`config.mk`:
```
export PLATFORM = sky130hd
export DESIGN_NAME = htk_queue
export DESIGN_NICKNAME = d
export VERILOG_FILES = /design/src/rtl/core/htk_queue.sv
export SDC_FILE = /design/constraint.sdc
export NUM_CORES = 1
export LEC_CHECK = 0
export ABC_AREA = 0
export BUFFER_PORTS_ARGS = -buffer_cell sky130_fd_sc_hd__buf_2
export CAP_MARGIN = 20
export CORE_MARGIN = 3
export CORE_UTILIZATION = 35
export DETAILED_ROUTE_END_ITERATION = 16
export PLACE_DENSITY_LB_ADDON = 0.05
export SYNTH_ARGS = -nofsm -noshare
export SYNTH_HDL_FRONTEND = slang
export SYNTH_SLANG_ARGS = --single-unit
```
`constraint.sdc`:
```
create_clock -name clk_i -period 3.4 [get_ports clk_i]
set_clock_uncertainty 0.2 [all_clocks]
set_input_delay 0.34 -clock clk_i [delete_from_list [all_inputs] [get_ports clk_i]]
set_output_delay 0.34 -clock clk_i [all_outputs]
set_load 0.01 [all_outputs]
```
`src/rtl/core/htk_queue.sv`:
```
`timescale 1ns / 1ps
// two entry job queue between hashing front and probing back
// no dependencies
module htk_queue #(
  parameter int WIDTH = 8
) (
  input  logic             clk_i,
  input  logic             rst_ni,
  input  logic             push_i,
  input  logic [WIDTH-1:0] push_data_i,
  output logic             full_o,
  input  logic             pop_i,
  output logic             empty_o,
  output logic [WIDTH-1:0] pop_data_o
);

  logic [WIDTH-1:0] mem_q [2];
  logic             wptr_q, wptr_d;
  logic             rptr_q, rptr_d;
  logic [1:0]       cnt_q, cnt_d;
  logic             do_push, do_pop;

  assign full_o     = (cnt_q == 2'd2);
  assign empty_o    = (cnt_q == 2'd0);
  assign pop_data_o = mem_q[rptr_q];
  assign do_push    = push_i && !full_o;
  assign do_pop     = pop_i && !empty_o;

  always_comb begin
    wptr_d = do_push ? !wptr_q : wptr_q;
    rptr_d = do_pop ? !rptr_q : rptr_q;
    cnt_d  = cnt_q + {1'b0, do_push} - {1'b0, do_pop};
  end

  always_ff @(posedge clk_i or negedge rst_ni) begin
    if (!rst_ni) begin
      wptr_q <= 1'b0;
      rptr_q <= 1'b0;
      cnt_q  <= 2'd0;
    end else begin
      wptr_q <= wptr_d;
      rptr_q <= rptr_d;
      cnt_q  <= cnt_d;
    end
  end

  always_ff @(posedge clk_i) begin
    if (do_push) begin
      mem_q[wptr_q] <= push_data_i;
    end
  end

endmodule

```
Word-level counts from Yosys, hierarchy flattened

Memory sizes are Yosys's and may differ from the RTL's.
Cells that the tools add are included.
W data, S select, Z words.

Input port bits: 12
RAM bits: 16
Memories: 1
Logic and storage cells: 16
Bits in registers: 4
Output and inout port bits: 10

Memories:

| name  | words | width | read ports | clocked after Yosys merged registers in | wr ports | RTL line | source |
|---|---|---|---|---|---|---|---|
| mem_q | 2     | 8     | 1          | 0                                       | 1        | 17       | `logic [WIDTH-1:0] mem_q [2];` |

Reductions and logical operators: 7
Equality and inequality tests: 1
$add $sub $neg: 2
Mux-type cells: 2

Operators by type and width:

| cell                 | number |
|---|---|
| $logic_not A1 Y1     | 4 |
| $add A2 B1 Y2        | 1 |
| $eq A2 B2 Y1 const B | 1 |
| $logic_and A1 B1 Y1  | 2 |
| $logic_not A2 Y1     | 1 |
| $mux W1              | 2 |
| $sub A2 B1 Y2        | 1 |

Depth between registers and ports, before layout

Depth after elaboration: 5
Gate-level depth with buffers: 7

Worst setup path after synthesis

OpenSTA, ideal clock, no wires.

Path kind: flip-flop to flip-flop
Start: register cnt_q[1]
End: register cnt_q[1]
Cell stages (with the launch flop): 8
Required time: 3.077 ns
Clock period less this slack: 1.754 ns
Setup slack: 1.646 ns
Arrival: 1.431 ns
Cells stage by stage: dfrtp_1 nor2_1 nor2b_2 ha_1 inv_1 ha_1 xnor2_1 xnor2_1

RTL lines:

| element                  | RTL line | source |
|---|---|---|
| start: declaration       | 20       | `logic [1:0] cnt_q, cnt_d;` |
| start signal: assignment | 43       | `cnt_q <= cnt_d;` |
| $logic_not A2 Y1         | 24       | `assign empty_o = (cnt_q == 2'd0);` |
| net empty_o              | 13       | `output logic empty_o,` |
| $logic_not A1 Y1         | 27       | `assign do_pop = pop_i && !empty_o;` |
| $logic_and A1 B1 Y1      | 27       |  |
| net do_pop               | 21       | `logic do_push, do_pop;` |
| $sub A2 B1 Y2            | 32       | `cnt_d = cnt_q + {1'b0, do_push} - {1'b0, do_pop};` |
| net cnt_d[1]             | 20       |  |

The timed path passes the listed nets, and every way through them passes these cells.
A chain may end at the register's enable or synchronous reset.

Worst setup path in the final report

Start: register rptr_q
End: output port pop_data_o[5]

Word-level cells in the longest chain between the ends: 1

Ends and longest elaborated chain:

| element                  | RTL line | source |
|---|---|---|
| start: declaration       | 19       | `logic rptr_q, rptr_d;` |
| start signal: assignment | 42       | `rptr_q <= rptr_d;` |
| $mem_v2 Z2 W8            | -        |  |
| end: declaration         | 14       | `output logic [WIDTH-1:0] pop_data_o` |

Every way passes these cells.

==> flow_summary.json <==
{
  "status": "finished clean",
  "most_used_layer_global_route": "met2",
  "criticalPathCategory": "flop to output pin",
  "fin_hold_viols": 0,
  "cts_root_buf": "clkbuf_4",
  "tritoncts": "done",
  "avgRoutedWirePerCell_um": 12.2,
  "mappedNetlistNets": 57,
  "synth.distinct_cells": 13,
  "io_pins": 22,
  "rows": 16,
  "number_of_enable_type_register_cells_in_the_synthesized_netlist": 16,
  "cp-end-kind": "output pin",
  "grt_overflow": 0,
  "fp.coreArea_um2": 2020,
  "wirelength_um": 1160,
  "slew_headroom": 0.520,
  "detail_route.first_pass.iterations": 2,
  "design_area_um2": 972,
  "seqCellArea_um2": 581,
  "gp_congestion": 0.643,
  "global_route.usage.met2": 0.151,
  "initial_utilization": 0.384,
  "min_path_type": "input port to flop",
  "post_synth_main_area_contributors": "edfxtp_1, dfrtp_1, mux2_2",
  "setup-violations-final": 0,
  "finalPower_mw": 0.829,
  "combined_area_of_the_multi_input_logic_cells_um2": 183,
  "ys_warn_count": 0,
  "num_vias": 407,
  "clock_tree_buffer_depth": 2,
  "synthFlopType": "edfxtp_1",
  "synth.avg_cell_area_um2": 18.0,
  "die_w_um": 53.1,
  "fmaxAchievable_ghz": 0.512,
  "syn_area_um2": 776,
  "synthDominantCellAreaShare": 0.619,
  "combinational_family_with_the_most_area_after_synthesis": "multiplexers",
  "cts_setup_buffers": 0,
  "required_ns": 2.86,
  "total_leakage_power_nw": 0.401,
  "max_cap_viol_count": 0,
  "grt_antenna_before_repair": 0,
  "detailed_place_hpwl_um": 850,
  "fraction_of_synthesized_cell_area_in_xor_and_xnor_cells": 0.0452,
  "worstSetupStartpointType": "flop",
  "via_count_of_the_first_global_routing_pass": 410,
  "floorplan_die_area_um2": 2820,
  "synth_async_sr_flop_share": 0.200,
  "holdWs_ns": 0.0192,
  "count_of_input_and_output_buffers": 21,
  "worst_pin_slew_ns": 0.718,
  "critical_path_arrival_ns": 1.41,
  "post_synth_fa_ha_maj_area_fraction": 0.0323,
  "post_synth_mux_area_share": 0.116,
  "synth_sequential_area_ratio": 0.748,
  "worst_ir_drop_vdd_uv": 393,
  "antenna_cells": 0,
  "floorplan.die.height_um": 53.1,
  "insertion_delay_ns": 0.30,
  "synth-compound-area-share": 0,
  "vias_per_cell": 4.28,
  "final.period_utilization": 0.575,
  "tritoncts_buffer_count": 3,
  "ant_nets": 0,
  "synthSimpleGateAreaFrac": 0.0419,
  "synth.ff_latch_count": 20,
  "cts.sink_count": 20,
  "setup_tns_ns": 0,
  "syn_to_final_growth_pct": 25.3,
  "first_iter_violations": 2,
  "finish.net_count": 83,
  "layout_commonest_cell": "buf_2",
  "use_met3": 0.0423,
  "layout.filler_cells": 183,
  "groute.usage.overall": 0.0940,
  "drc_errors_left": 0,
  "first_pass_grt_wire_length_um": 1790,
  "finalMaxSlewViolations": 0,
  "cts.htree.levels": 1,
  "most_frequent_cells_in_the_layout": "buf_2, edfxtp_1, mux2_2",
  "post_route_cells_drive_above_1_share": 0.500,
  "path_clk_slew_ns": 0.12,
  "dpl-instance-area_um2": 910,
  "groute.layer.met1.usage": 0.103,
  "pwr_density_cell_nw_per_um2": 852,
  "netlist_instances": 43,
  "layout_min_cycle_time_ns": 1.95,
  "unrepaired_setup_endpoints_after_global_routing": "false",
  "largest_net_degree_at_the_start_of_global_routing": 13,
  "synth_top_cell_by_area": "edfxtp_1",
  "crit_fanout": 9
}
[through the flow]
step	cells	setup WS, ns	util
floorplan	43	1.65	-
global placement	90	1.60	0.450
detailed placement	90	1.58	0.450
CTS	95	1.39	0.481
global route	95	1.35	0.481
finish	95	1.45	0.481
[critical path, cell delays in order, from the launching register on]
cell,delay [ns]
dfrtp_1,0.59
mux2_2,0.39
buf_2,0.14
[power by group]
| group | internal [mW] | switching, mW | total (mW) | leakage, nW |
|---|---|---|---|---|
| sequential | 0.343 | 0.0438 | 0.386 | 0.195 |
| combinational | 0.130 | 0.123 | 0.253 | 0.178 |
| clock | 0.119 | 0.0701 | 0.189 | 0.0279 |
| total | 0.592 | 0.237 | 0.829 | 0.401 |
[state kept, by name, indices dropped and copies added, names as in the netlist]
signal  flops
mem_q      16
wptr_q      1
cnt_q       2
rptr_q      1
[area by class of cell]
cell class	instances	area share
Tap cell	27	0.0347
Clock inverter	1	0.0309
Inverter	2	0.00772
Multi-Input combinational cell	20	0.188
Timing Repair Buffer	22	0.118
Clock buffer	3	0.0232
Sequential cell	20	0.597
[Yosys cell counts, drive strengths merged, types with 2 or more instances]
cell / count
edfxtp: 16
xnor2: 3
nor2: 2
dfrtp: 4
inv: 2
mux2: 8
ha: 2
[routing by layer]
layer,wire [um],part of all wire,vias to the layer above
met3,105,0.091,0
li1,-,-,206
met1,490,0.42,187
met2,562,0.49,14
met5,0,0,-
met4,0,0,0
[worst paths after layout]
path                            cells after the start               start                    end  slack, ns
worst max-delay path                                2  rptr_q$_DFFE_PN0P_          pop_data_o[5]       1.45
worst min-delay path                                1      push_data_i[1]  mem_q[1][1]$_DFFE_PP_       0.02
worst max register to register                      3  cnt_q[1]$_DFF_PN0_  mem_q[0][0]$_DFFE_PP_       1.59
worst min register to register                      1  wptr_q$_DFFE_PN0P_     wptr_q$_DFFE_PN0P_       0.30
max in group asynchronous                           2              rst_ni     cnt_q[1]$_DFF_PN0_       2.72
min in group asynchronous                           2              rst_ni     wptr_q$_DFFE_PN0P_       0.15
[logic make-up (layout without fill, tap and decap cells)]
family / count (synthesis) / in the layout
simple gates: 6 / 6
buf+inv: 3 / 28
fa+ha+maj: 2 / 2
mux: 8 / 8
xor+xnor: 4 / 4
flops: 20 / 20
[what timing repair did]
action,4_1_cts,5_1_grt
resized for setup,0,0
hold buffers,1,0
endpoints found under the hold margin,4,0
No activity file was read; power rests on OpenSTA's default activity.
