==> src/rtl/core/htk_pkg.sv <==
`timescale 1ns / 1ps
// shared types and constants for the hashed key table
// no dependencies
package htk_pkg;

  typedef enum logic [2:0] {
    ST_OK       = 3'd0,
    ST_DUP      = 3'd1,
    ST_FULL     = 3'd2,
    ST_MISSING  = 3'd3,
    ST_TOO_LONG = 3'd4
  } htk_status_e;

  typedef enum logic {
    OP_INSERT = 1'b0,
    OP_LOOKUP = 1'b1
  } htk_op_e;

  // control part of a job handed from front to back
  typedef struct packed {
    logic op;
    logic too_long;
  } htk_ctl_t;

  localparam logic [31:0] MixC1   = 32'hcc9e2d51;
  localparam logic [31:0] MixC2   = 32'h1b873593;
  localparam logic [31:0] MixAdd  = 32'he6546b64;
  localparam logic [31:0] FinC1   = 32'h85ebca6b;
  localparam logic [31:0] FinC2   = 32'hc2b2ae35;

  function automatic logic [31:0] rotl32(input logic [31:0] x, input int r);
    rotl32 = (x << r) | (x >> (32 - r));
  endfunction

endpackage

==> src/rtl/core/htk_front.sv <==
`timescale 1ns / 1ps
// front end: takes key chunks, runs the murmur style hash, reduces it to a home slot
// depends on htk_pkg
module htk_front import htk_pkg::*; #(
  parameter int SLOT_COUNT    = 256,
  parameter int KEY_BYTES_MAX = 16
) (
  input  logic                                    clk_i,
  input  logic                                    rst_ni,
  input  logic                                    busy_i,
  input  logic                                    in_valid_i,
  output logic                                    in_stall_o,
  input  logic                                    op_i,
  input  logic [31:0]                             key_chunk_i,
  input  logic [2:0]                              chunk_bytes_i,
  input  logic                                    chunk_last_i,
  input  logic [31:0]                             entry_value_i,
  output logic                                    job_valid_o,
  input  logic                                    job_full_i,
  output htk_ctl_t                                job_ctl_o,
  output logic [$clog2(SLOT_COUNT)-1:0]           job_slot_o,
  output logic [((KEY_BYTES_MAX+3)/4)*32-1:0]     job_words_o,
  output logic [$clog2(KEY_BYTES_MAX+1)-1:0]      job_len_o,
  output logic [31:0]                             job_value_o
);

  localparam int  SW       = $clog2(SLOT_COUNT);
  localparam int  LW       = $clog2(KEY_BYTES_MAX + 1);
  localparam int  KW       = (KEY_BYTES_MAX + 3) / 4;
  localparam bit  SlotPow2 = ((SLOT_COUNT & (SLOT_COUNT - 1)) == 0);
  // rounded-up reciprocal, exact quotient for every 32-bit hash
  localparam int          RecipShift = 32 + SW;
  localparam logic [32:0] Recip      = 33'(((65'd1 << RecipShift) + 65'(SLOT_COUNT)
                                            - 65'd1) / 65'(SLOT_COUNT));

  typedef enum logic [3:0] {
    F_IDLE, F_M1, F_M2, F_MIX, F_FIN, F_F2, F_F3, F_MOD, F_RED, F_PUSH
  } front_state_e;

  front_state_e       state_q, state_d;
  logic [31:0]        h_q, h_d;
  logic [31:0]        m_q, m_d;
  logic [31:0]        chunk_q, chunk_d;
  logic [LW-1:0]      len_q, len_d;
  logic [KW*32-1:0]   words_q, words_d;
  logic               tail_q, tail_d;
  logic               last_q, last_d;
  logic               op_q, op_d;
  logic [31:0]        val_q, val_d;
  logic               toolong_q, toolong_d;
  logic [64:0]        prod_q, prod_d;
  logic [SW-1:0]      slot_q, slot_d;

  logic               accept;
  logic [2:0]         nb;
  logic [31:0]        chunk_m;
  logic [LW:0]        len_sum;
  logic [LW-1:0]      len_new;
  logic [LW-1:0]      widx;
  logic [31:0]        x0, x1, fin;
  logic [31:0]        quot, remw;

  assign in_stall_o  = (state_q != F_IDLE) || busy_i;
  assign accept      = in_valid_i && !in_stall_o;
  assign job_valid_o = (state_q == F_PUSH);
  assign job_ctl_o   = '{op: op_q, too_long: toolong_q};
  assign job_slot_o  = slot_q;
  assign job_words_o = words_q;
  assign job_len_o   = len_q;
  assign job_value_o = val_q;

  always_comb begin
    nb = (!chunk_last_i || chunk_bytes_i > 3'd4) ? 3'd4 : chunk_bytes_i;
    case (nb)
      3'd0:    chunk_m = 32'd0;
      3'd1:    chunk_m = {24'd0, key_chunk_i[7:0]};
      3'd2:    chunk_m = {16'd0, key_chunk_i[15:0]};
      3'd3:    chunk_m = {8'd0, key_chunk_i[23:0]};
      default: chunk_m = key_chunk_i;
    endcase
    len_sum = {1'b0, len_q} + (LW+1)'(nb);
    len_new = (len_sum > (LW+1)'(KEY_BYTES_MAX)) ? LW'(KEY_BYTES_MAX) : len_sum[LW-1:0];
    widx    = len_q >> 2;
    // finaliser pieces
    x0  = h_q ^ 32'(len_q);
    x0  = x0 ^ (x0 >> 16);
    x1  = m_q ^ (m_q >> 13);
    fin = m_q ^ (m_q >> 16);
    // remainder from the registered reciprocal product
    quot = 32'(prod_q >> RecipShift);
    remw = h_q - quot * 32'(SLOT_COUNT);
  end

  always_comb begin
    state_d   = state_q;
    h_d       = h_q;
    m_d       = m_q;
    chunk_d   = chunk_q;
    len_d     = len_q;
    words_d   = words_q;
    tail_d    = tail_q;
    last_d    = last_q;
    op_d      = op_q;
    val_d     = val_q;
    toolong_d = toolong_q;
    prod_d    = prod_q;
    slot_d    = slot_q;
    case (state_q)
      F_IDLE: begin
        if (accept) begin
          for (int i = 0; i < KW; i++) begin
            if (widx == LW'(i)) begin
              words_d[i*32 +: 32] = chunk_m;
            end
          end
          chunk_d   = chunk_m;
          len_d     = len_new;
          tail_d    = (nb != 3'd4);
          last_d    = chunk_last_i;
          op_d      = op_i;
          val_d     = entry_value_i;
          toolong_d = 1'b0;
          if (chunk_last_i && len_new >= LW'(KEY_BYTES_MAX)) begin
            toolong_d = 1'b1;
            state_d   = F_PUSH;
          end else if (nb == 3'd0) begin
            state_d = F_FIN;
          end else begin
            state_d = F_M1;
          end
        end
      end
      F_M1: begin
        m_d     = chunk_q * MixC1;
        state_d = F_M2;
      end
      F_M2: begin
        m_d     = rotl32(m_q, 15) * MixC2;
        state_d = F_MIX;
      end
      F_MIX: begin
        if (tail_q) begin
          h_d = h_q ^ m_q;
        end else begin
          h_d = rotl32(h_q ^ m_q, 13) * 32'd5 + MixAdd;
        end
        state_d = last_q ? F_FIN : F_IDLE;
      end
      F_FIN: begin
        m_d     = x0 * FinC1;
        state_d = F_F2;
      end
      F_F2: begin
        m_d     = x1 * FinC2;
        state_d = F_F3;
      end
      F_F3: begin
        h_d = fin;
        if (SlotPow2) begin
          slot_d  = fin[SW-1:0];
          state_d = F_PUSH;
        end else begin
          state_d = F_MOD;
        end
      end
      F_MOD: begin
        prod_d  = 65'(h_q) * 65'(Recip);
        state_d = F_RED;
      end
      F_RED: begin
        slot_d  = remw[SW-1:0];
        state_d = F_PUSH;
      end
      F_PUSH: begin
        if (!job_full_i) begin
          words_d = '0;
          h_d     = '0;
          len_d   = '0;
          state_d = F_IDLE;
        end
      end
      default: state_d = F_IDLE;
    endcase
  end

  always_ff @(posedge clk_i or negedge rst_ni) begin
    if (!rst_ni) begin
      state_q <= F_IDLE;
      h_q     <= '0;
      len_q   <= '0;
      words_q <= '0;
    end else begin
      state_q <= state_d;
      h_q     <= h_d;
      len_q   <= len_d;
      words_q <= words_d;
    end
  end

  always_ff @(posedge clk_i) begin
    m_q       <= m_d;
    chunk_q   <= chunk_d;
    tail_q    <= tail_d;
    last_q    <= last_d;
    op_q      <= op_d;
    val_q     <= val_d;
    toolong_q <= toolong_d;
    prod_q    <= prod_d;
    slot_q    <= slot_d;
  end

endmodule

==> config.mk <==
export PLATFORM = sky130hd
export DESIGN_NAME = htk_front
export DESIGN_NICKNAME = d
export VERILOG_FILES = /design/src/rtl/core/htk_pkg.sv /design/src/rtl/core/htk_front.sv
export SDC_FILE = /design/constraint.sdc
export NUM_CORES = 2
export LEC_CHECK = 0
export BUFFER_PORTS_ARGS = -buffer_cell sky130_fd_sc_hd__buf_4
export CELL_PAD_IN_SITES_DETAIL_PLACEMENT = 0
export CELL_PAD_IN_SITES_GLOBAL_PLACEMENT = 1
export CORE_MARGIN = 2
export CORE_UTILIZATION = 35
export CTS_CLUSTER_DIAMETER = 200
export DETAILED_ROUTE_END_ITERATION = 10
export PLACE_DENSITY_LB_ADDON = 0.2
export SETUP_SLACK_MARGIN = 0.1
export SLEW_MARGIN = 20
export SYNTH_ARGS = -nofsm -noshare
export SYNTH_HDL_FRONTEND = slang
export SYNTH_SLANG_ARGS = --single-unit
==> constraint.sdc <==
create_clock -name clk_i -period 15.8 [get_ports clk_i]
set_clock_uncertainty 0.15 [all_clocks]
set_input_delay 3.16 -clock clk_i [delete_from_list [all_inputs] [get_ports clk_i]]
set_output_delay 3.16 -clock clk_i [all_outputs]
set_load 0.01 [all_outputs]
Word-level counts from Yosys, hierarchy flattened
Cells that the tools add are included.
{"block": "word_totals", "in_bits": 74, "word_cells": 103, "regBits": 277, "output_inout_bits": 177}
{"block": "op_classes", "mul": 5, "bitwise_logic": 7, "order_cmp": 3, "n_reduce_logical": 23, "mux": 25, "n_eq_ne": 22, "addsub": 3}
{"operator": "128-bit two-way mux", "count": 2}
{"operator": "128-bit case mux with 2 select lines", "count": 1}
{"operator": "32-bit case mux with 4 select lines", "count": 2}
{"operator": "32-bit two-way mux", "count": 6}
{"operator": "32-bit case mux with 3 select lines", "count": 1}
{"operator": "32-bit by 31-bit multiplier with 32-bit output (second input constant)", "count": 2}
{"operator": "32-bit by 16-bit XOR with 32-bit output", "count": 2}
{"operator": "4-bit case mux with 9 select lines", "count": 1}
{"operator": "32-bit adder (second input constant)", "count": 1}
{"operator": "32-bit by 29-bit multiplier with 32-bit output (second input constant)", "count": 1}
{"operator": "32-bit by 3-bit multiplier with 32-bit output (second input constant)", "count": 1}
{"operator": "32-bit by 32-bit multiplier with 32-bit output (second input constant)", "count": 1}
{"operator": "32-bit by 13-bit bitwise OR with 32-bit output", "count": 1}
{"operator": "32-bit by 15-bit bitwise OR with 32-bit output", "count": 1}
{"operator": "32-bit by 19-bit XOR with 32-bit output", "count": 1}
{"operator": "32-bit XOR", "count": 1}
{"operator": "32-bit by 5-bit XOR with 32-bit output", "count": 1}
{"operator": "4-bit by 3-bit equality test with 1-bit output (second input constant)", "count": 4}
{"operator": "8-bit case mux with 2 select lines", "count": 1}
{"operator": "4-bit AND reduction", "count": 4}
{"operator": "5-bit two-way mux", "count": 3}
{"operator": "3-bit by 2-bit equality test with 1-bit output (second input constant)", "count": 4}
{"operator": "4-bit two-way mux", "count": 3}
{"operator": "2-bit inequality test (second input constant)", "count": 6}
{"operator": "25 further kinds", "count": 37}

Logic depth before layout (Yosys ltp)
{"block": "logic_depth", "depth_word": 11, "depth_mapped": 28, "ltp_nobuf": 27}

Least setup slack after synthesis
OpenSTA, ideal clock, no wires.
{"block": "synth_path", "kind": "register -> register", "from": "reg h_q[25]", "to": "reg m_q[31], data pin", "synth_period_minus_slack_ns": 7.526, "setup_slack_ns": 8.274, "path_stages_with_launch": 26, "n_path_buf": 1, "arrival_ns": 7.115, "path_cell_list": "dfrtp_1 > buf_2 > xor2_1 > inv_1 > fa_1 > inv_1 > fa_1 > fa_1 > inv_1 > fa_1 > fa_1 > inv_1 > fa_1 > fa_1 > fa_1 > ha_1 > nand2_1 > nor2_1 > a21boi_0 > o21a_1 > o31a_1 > a221o_1 > xnor2_1 > a22oi_1 > o311ai_0 > a221o_1"}
{"block": "synth_via", "elab_chain_cells": 4}
{"item": "start, declared", "line": "htk_front.sv:41", "rtl": "logic [31:0] h_q, h_d;"}
{"item": "start signal, assigned", "line": "htk_front.sv:189", "rtl": "h_q <= '0;"}
{"item": "start signal, assigned", "line": "htk_front.sv:194", "rtl": "h_q <= h_d;"}
{"item": "32-bit by 5-bit XOR with 32-bit output", "line": "htk_front.sv:85", "rtl": "x0 = h_q ^ 32'(len_q);"}
{"item": "32-bit by 16-bit XOR with 32-bit output", "line": "htk_front.sv:86", "rtl": "x0 = x0 ^ (x0 >> 16);"}
{"item": "32-bit by 32-bit multiplier with 32-bit output", "line": "htk_front.sv:150", "rtl": "m_d = x0 * FinC1;"}
{"item": "32-bit case mux with 4 select lines", "line": "htk_front.sv:108", "rtl": "case (state_q)"}
{"item": "net m_d[31]", "line": "htk_front.sv:42", "rtl": "logic [31:0] m_q, m_d;"}
{"item": "end signal, assigned", "line": "htk_front.sv:201", "rtl": "m_q <= m_d;"}
{"item": "end, declared", "line": "htk_front.sv:42"}
The timed path passes the listed nets, and every way through them passes these cells.
A chain may end at the register's enable or synchronous reset.

Worst setup path after layout
{"block": "layout_path", "from": "reg h_q[16]", "to": "reg m_q[31], data pin"}
Same word-level chain as after synthesis.

==> summary.log <==
[routing] Remaining DRCs 0
[cts] cell chosen for the clock root sky130_fd_sc_hd__clkbuf_16
[yosys] Main synth FF type sky130_fd_sc_hd__dfrtp_1
[yosys] fraction of registers with async set/reset 61.0%
[yosys] count of cell types in the netlist 84
[sta] setup repair after global routing missed its margin false
[sta] count of pins over their slew limit 0
[grt] wire length of the first global-routing pass 235000 um
[setup_path] slowest stage cell, crit path sky130_fd_sc_hd__xnor2_1
[floorplan] initial core utilization 35.3%
[sta] number of endpoints failing setup at the final stage 0
[setup_path] critical setup path kind reg -> reg
[grt] antenna violations before repair 2
[cts] depth of the CTS H-tree 1
[setup_path] Register-to-Register Setup Slack 6.95 ns
[setup_path] Max Fanout on Critical Path 10
[floorplan] number of placed I/O pins 251
[floorplan] vertical extent of the die 371 um
[routing] antenna-violating nets left 0
[floorplan] die footprint 138000 sq um
[setup_path] worst flop-to-flop path startpoint h_q[16]$_DFFE_PN0P_
[routing] DR pass1 iterations 7
[yosys] multiplexer share of the synthesized area 0.218%
[floorplan] core area 133000 sq um
[cts] number of hold buffers added after CTS 0
[sta] worst slew margin relative to its limit 25.2%
[yosys] sequential fraction of the synthesis area 15.9%
[routing] post-detailed-routing wire length 156000 um
[grt] maximum number of pins on one net before global-route repair 71
[yosys] cell count after synthesis 4691
[sta] max frequency 113 MHz
[setup_path] r2r endpoint m_q[31]$_DFFE_PP_
[layout] NumNets Final 6553
[cts] clock input transition at the sequential cells of the worst setup and hold paths 0.07 ns
[setup_path] critical path required time 16.05 ns
[min_path] beginning of the worst hold path job_words_o[41]$_DFFE_PN0P_
[layout] diode insertion count for antenna repair 0
[cts] CTS tree yes
[sta] final-layout worst hold slack 0.340 ns
[layout] signed area change from the synthesized netlist to the final layout 11.2%
[min_path] worst hold path type reg -> reg
[layout] total of fill cells in the finished design 13600
[flow_run] number of maximum-capacitance constraint violations 0
[sta] final hold violations 0
[sta] final period utilization 56.0%
[cts] count of clock tree sinks 277
[yosys] number of register bits inferred by synthesis 277
[placed_design] routability-driven placement congestion ratio 0.910
[layout] Post-Route Utilization 39.3%
[outcome] outcome complete, no violations
[cts] Longest Clk Path Bufs 3
[routing] post-DR vias/cell 4.86
[yosys] simple logic cell fraction of the synthesized area 5.42%
[routing] average routed wire per standard cell 23.1 um
[yosys] syn avg cell area 10.0 sq um
[setup_path] most used cell along the critical path sky130_fd_sc_hd__fa_1
[yosys] Yosys warning total 0
[placed_design] half-perimeter wire length after placement 132000 um
[setup_path] kind of capture point of the worst setup path flop
[cts] Post-CTS Resized 0
[layout] proportion of layout cells with a drive suffix above 1 7.70%
[floorplan] number of standard-cell rows in the floorplan 134
[placed_design] number of input and output port buffers inserted 250
[yosys] combinational family with the most area after synthesis adder cells
[grt] overflow left after global routing 0
[setup_path] cell-by-cell listing of the critical path xor2_1 > xnor2_1 > inv_1 > ha_1 > inv_1 > fa_1 > inv_1 > fa_1 > ha_1 > fa_1 > fa_1 > fa_1 > fa_1 > ha_1 > a21o_1 > a21o_1 > a21o_1 > o21a_1 > o31a_1 > a221o_1 > xnor2_1 > a22oi_1 > o311ai_0 > a221o_1
[layout] post-route standard cell area excluding fillers 52400 sq um
[yosys] synthesized-area fraction occupied by xor and xnor cells 6.27%
[floorplan] die span in x 371 um
[routing] iteration-0 DRC count of the detailed router 1901
[cts] Setup Buffers After CTS 0
[sta] pin slew with the least headroom to its limit 1.11 ns
[grt] GRT Util Overall 23.2%
[sta] Total Neg Setup Slack 0 ns
[cts] Num CTS Buffers 31
[setup_path] Reg2Reg Depth 24
[yosys] combined area of all synthesized cells 47100 sq um
[yosys] Net Count, Synth 6310
[min_path] WHS Path Cells 2
[setup_path] arrival time at the worst endpoint 9.10 ns
[cts] clock insertion delay at the later pin of the skew report 0.64 ns
[yosys] adder and majority cell fraction of the synthesized area 53.0%
[grt] via count of the first global-routing pass 35400
[yosys] count of flip-flops with a built-in enable after synthesis 108
[min_path] Hold EP job_words_o[41]$_DFFE_PN0P_
[setup_path] Worst setup SP type flop
[placed_design] DP Area 51300 sq um
[routing] via count of the routed design 32700
[setup_path] largest stage delay on the critical path 0.74 ns
[sta] post-layout minimum cycle time 8.85 ns
[yosys] complex-gate fraction of the synthesized area 8.86%
[sequential cells by signal, indices dropped and copies added, names as in the netlist, 4 cells and up]
register     cells
job_len_o        5
h_q             32
chunk_q         32
job_slot_o       8
m_q             32
job_words_o    128
job_value_o     32
state_q          4
[cells by family (layout without fill, tap and decap cells)]
logic type	after synthesis	in the layout
fa+ha+maj	1545	1545
buf+inv	1301	1568
compound gates	661	661
simple gates	562	562
xor+xnor	335	335
flops	277	277
mux	10	10
[layout make-up]
type | instances | area [sq um] | share of cell area (%)
inverter | 1205 | 4520 | 8.64
multi-input combinational | 3113 | 34800 | 66.5
timing repair buffer | 306 | 2300 | 4.39
sequential | 277 | 7470 | 14.3
clock buffer | 39 | 867 | 1.66
clock inverter | 18 | 184 | 0.351
tap | 1768 | 2210 | 4.22
[worst max path at each step]
stage,from,endpoint,slack (ns),depth (start not counted)
2_1_floorplan,h_q[25]$_DFFE_PN0P_,m_q[31]$_DFFE_PP_,8.27,25
3_3_place_gp,h_q[16]$_DFFE_PN0P_,m_q[31]$_DFFE_PP_,6.99,24
3_5_place_dp,h_q[16]$_DFFE_PN0P_,m_q[31]$_DFFE_PP_,6.88,24
4_1_cts,h_q[16]$_DFFE_PN0P_,m_q[31]$_DFFE_PP_,6.84,24
5_1_grt,h_q[16]$_DFFE_PN0P_,m_q[31]$_DFFE_PP_,6.44,24
6_report,h_q[16]$_DFFE_PN0P_,m_q[31]$_DFFE_PP_,6.95,24
[layout by cell type (no fill, tap or decap), types with 6 or more instances in the layout]
master | netlist | layout
sky130_fd_sc_hd__ha_1 | 796 | 796
sky130_fd_sc_hd__o22ai_1 | 13 | 13
sky130_fd_sc_hd__and2_1 | 31 | 31
sky130_fd_sc_hd__o21ai_0 | 76 | 76
sky130_fd_sc_hd__o211ai_1 | 14 | 14
sky130_fd_sc_hd__a211oi_1 | 11 | 11
sky130_fd_sc_hd__xor2_1 | 114 | 112
sky130_fd_sc_hd__nor2_1 | 113 | 112
sky130_fd_sc_hd__fa_1 | 749 | 749
sky130_fd_sc_hd__clkbuf_16 | 0 | 32
sky130_fd_sc_hd__nand3_1 | 28 | 28
sky130_fd_sc_hd__o21ai_1 | 181 | 176
sky130_fd_sc_hd__a21o_1 | 52 | 52
sky130_fd_sc_hd__nor2b_1 | 27 | 27
sky130_fd_sc_hd__a222oi_1 | 6 | 6
sky130_fd_sc_hd__nor3_1 | 26 | 24
sky130_fd_sc_hd__o21bai_1 | 17 | 17
sky130_fd_sc_hd__nand2_1 | 259 | 259
sky130_fd_sc_hd__xnor2_1 | 219 | 219
sky130_fd_sc_hd__a221oi_1 | 13 | 13
sky130_fd_sc_hd__a32oi_1 | 9 | 9
sky130_fd_sc_hd__o221ai_1 | 11 | 11
sky130_fd_sc_hd__or3_1 | 9 | 9
sky130_fd_sc_hd__a21oi_1 | 136 | 136
sky130_fd_sc_hd__o31ai_1 | 11 | 11
sky130_fd_sc_hd__edfxtp_1 | 108 | 108
sky130_fd_sc_hd__inv_1 | 1204 | 1204
sky130_fd_sc_hd__dfrtp_1 | 169 | 169
sky130_fd_sc_hd__a221o_1 | 7 | 7
sky130_fd_sc_hd__mux2i_1 | 8 | 8
sky130_fd_sc_hd__and3_1 | 10 | 10
sky130_fd_sc_hd__o21a_1 | 32 | 32
sky130_fd_sc_hd__a22oi_1 | 11 | 11
sky130_fd_sc_hd__nand3b_1 | 8 | 8
sky130_fd_sc_hd__buf_4 | 2 | 305
sky130_fd_sc_hd__nand2b_1 | 24 | 24
[synth_stat cells, types with 4 or more instances]
cell / n / area share (%)
sky130_fd_sc_hd__a211oi_1: 11 / 0.18
sky130_fd_sc_hd__a21boi_0: 4 / 0.064
sky130_fd_sc_hd__a21boi_1: 5 / 0.080
sky130_fd_sc_hd__a21o_1: 52 / 0.83
sky130_fd_sc_hd__a21oi_1: 136 / 1.4
sky130_fd_sc_hd__a221o_1: 7 / 0.15
sky130_fd_sc_hd__a221oi_1: 13 / 0.24
sky130_fd_sc_hd__a222oi_1: 6 / 0.13
sky130_fd_sc_hd__a22o_1: 5 / 0.093
sky130_fd_sc_hd__a22oi_1: 11 / 0.18
sky130_fd_sc_hd__a31oi_1: 4 / 0.053
sky130_fd_sc_hd__a32oi_1: 9 / 0.17
sky130_fd_sc_hd__and2_1: 31 / 0.41
sky130_fd_sc_hd__and3_1: 10 / 0.13
sky130_fd_sc_hd__buf_2: 8 / 0.085
sky130_fd_sc_hd__clkbuf_1: 84 / 0.67
sky130_fd_sc_hd__dfrtp_1: 169 / 9.0
sky130_fd_sc_hd__edfxtp_1: 108 / 6.9
sky130_fd_sc_hd__fa_1: 749 / 32
sky130_fd_sc_hd__ha_1: 796 / 21
sky130_fd_sc_hd__inv_1: 1204 / 9.6
sky130_fd_sc_hd__mux2i_1: 8 / 0.17
sky130_fd_sc_hd__nand2_1: 259 / 2.1
sky130_fd_sc_hd__nand2b_1: 24 / 0.32
sky130_fd_sc_hd__nand3_1: 28 / 0.30
sky130_fd_sc_hd__nand3b_1: 8 / 0.13
sky130_fd_sc_hd__nand4_1: 5 / 0.066
sky130_fd_sc_hd__nor2_1: 113 / 0.90
sky130_fd_sc_hd__nor2b_1: 27 / 0.36
sky130_fd_sc_hd__nor3_1: 26 / 0.28
sky130_fd_sc_hd__nor3b_1: 5 / 0.080
sky130_fd_sc_hd__nor4_1: 4 / 0.053
sky130_fd_sc_hd__o211a_1: 4 / 0.085
sky130_fd_sc_hd__o211ai_1: 14 / 0.22
sky130_fd_sc_hd__o21a_1: 32 / 0.51
sky130_fd_sc_hd__o21ai_0: 76 / 0.81
sky130_fd_sc_hd__o21ai_1: 181 / 1.9
sky130_fd_sc_hd__o21bai_1: 17 / 0.27
sky130_fd_sc_hd__o221ai_1: 11 / 0.20
sky130_fd_sc_hd__o22ai_1: 13 / 0.17
sky130_fd_sc_hd__o31a_1: 4 / 0.074
sky130_fd_sc_hd__o31ai_1: 11 / 0.18
sky130_fd_sc_hd__or3_1: 9 / 0.12
sky130_fd_sc_hd__xnor2_1: 219 / 4.1
sky130_fd_sc_hd__xor2_1: 114 / 2.1
[metrics by stage]
| step | instances | worst slack (ns) |
|---|---|---|
| global placement | 6669 | 6.99 |
| global route | 6726 | 6.44 |
| finish | 6726 | 6.95 |
| floorplan | 4691 | 8.27 |
| detailed placement | 6669 | 6.88 |
| CTS | 6726 | 6.84 |
[worst max-delay path, delay by kind of cell (launching register included)]
kind	cells	cell delay, ns
compound gates	9	2.14
xor+xnor	3	1.06
fa+ha+maj	9	3.73
buf+inv	3	0.83
flops	1	0.72
[metal layers]
| metal | up-vias | track usage, % | part of all wire, % |
|---|---|---|---|
| met3 | 164 | 4.67 | 6.6 |
| met4 | 0 | 5.88 | 2.8 |
| met5 | - | 0 | 0 |
| li1 | 15400 | - | - |
| met2 | 843 | 36.5 | 45 |
| met1 | 16300 | 32.6 | 46 |
Power is not shown: default switching activity piles up to over one toggle a cycle in this logic, so the estimate is an artifact.
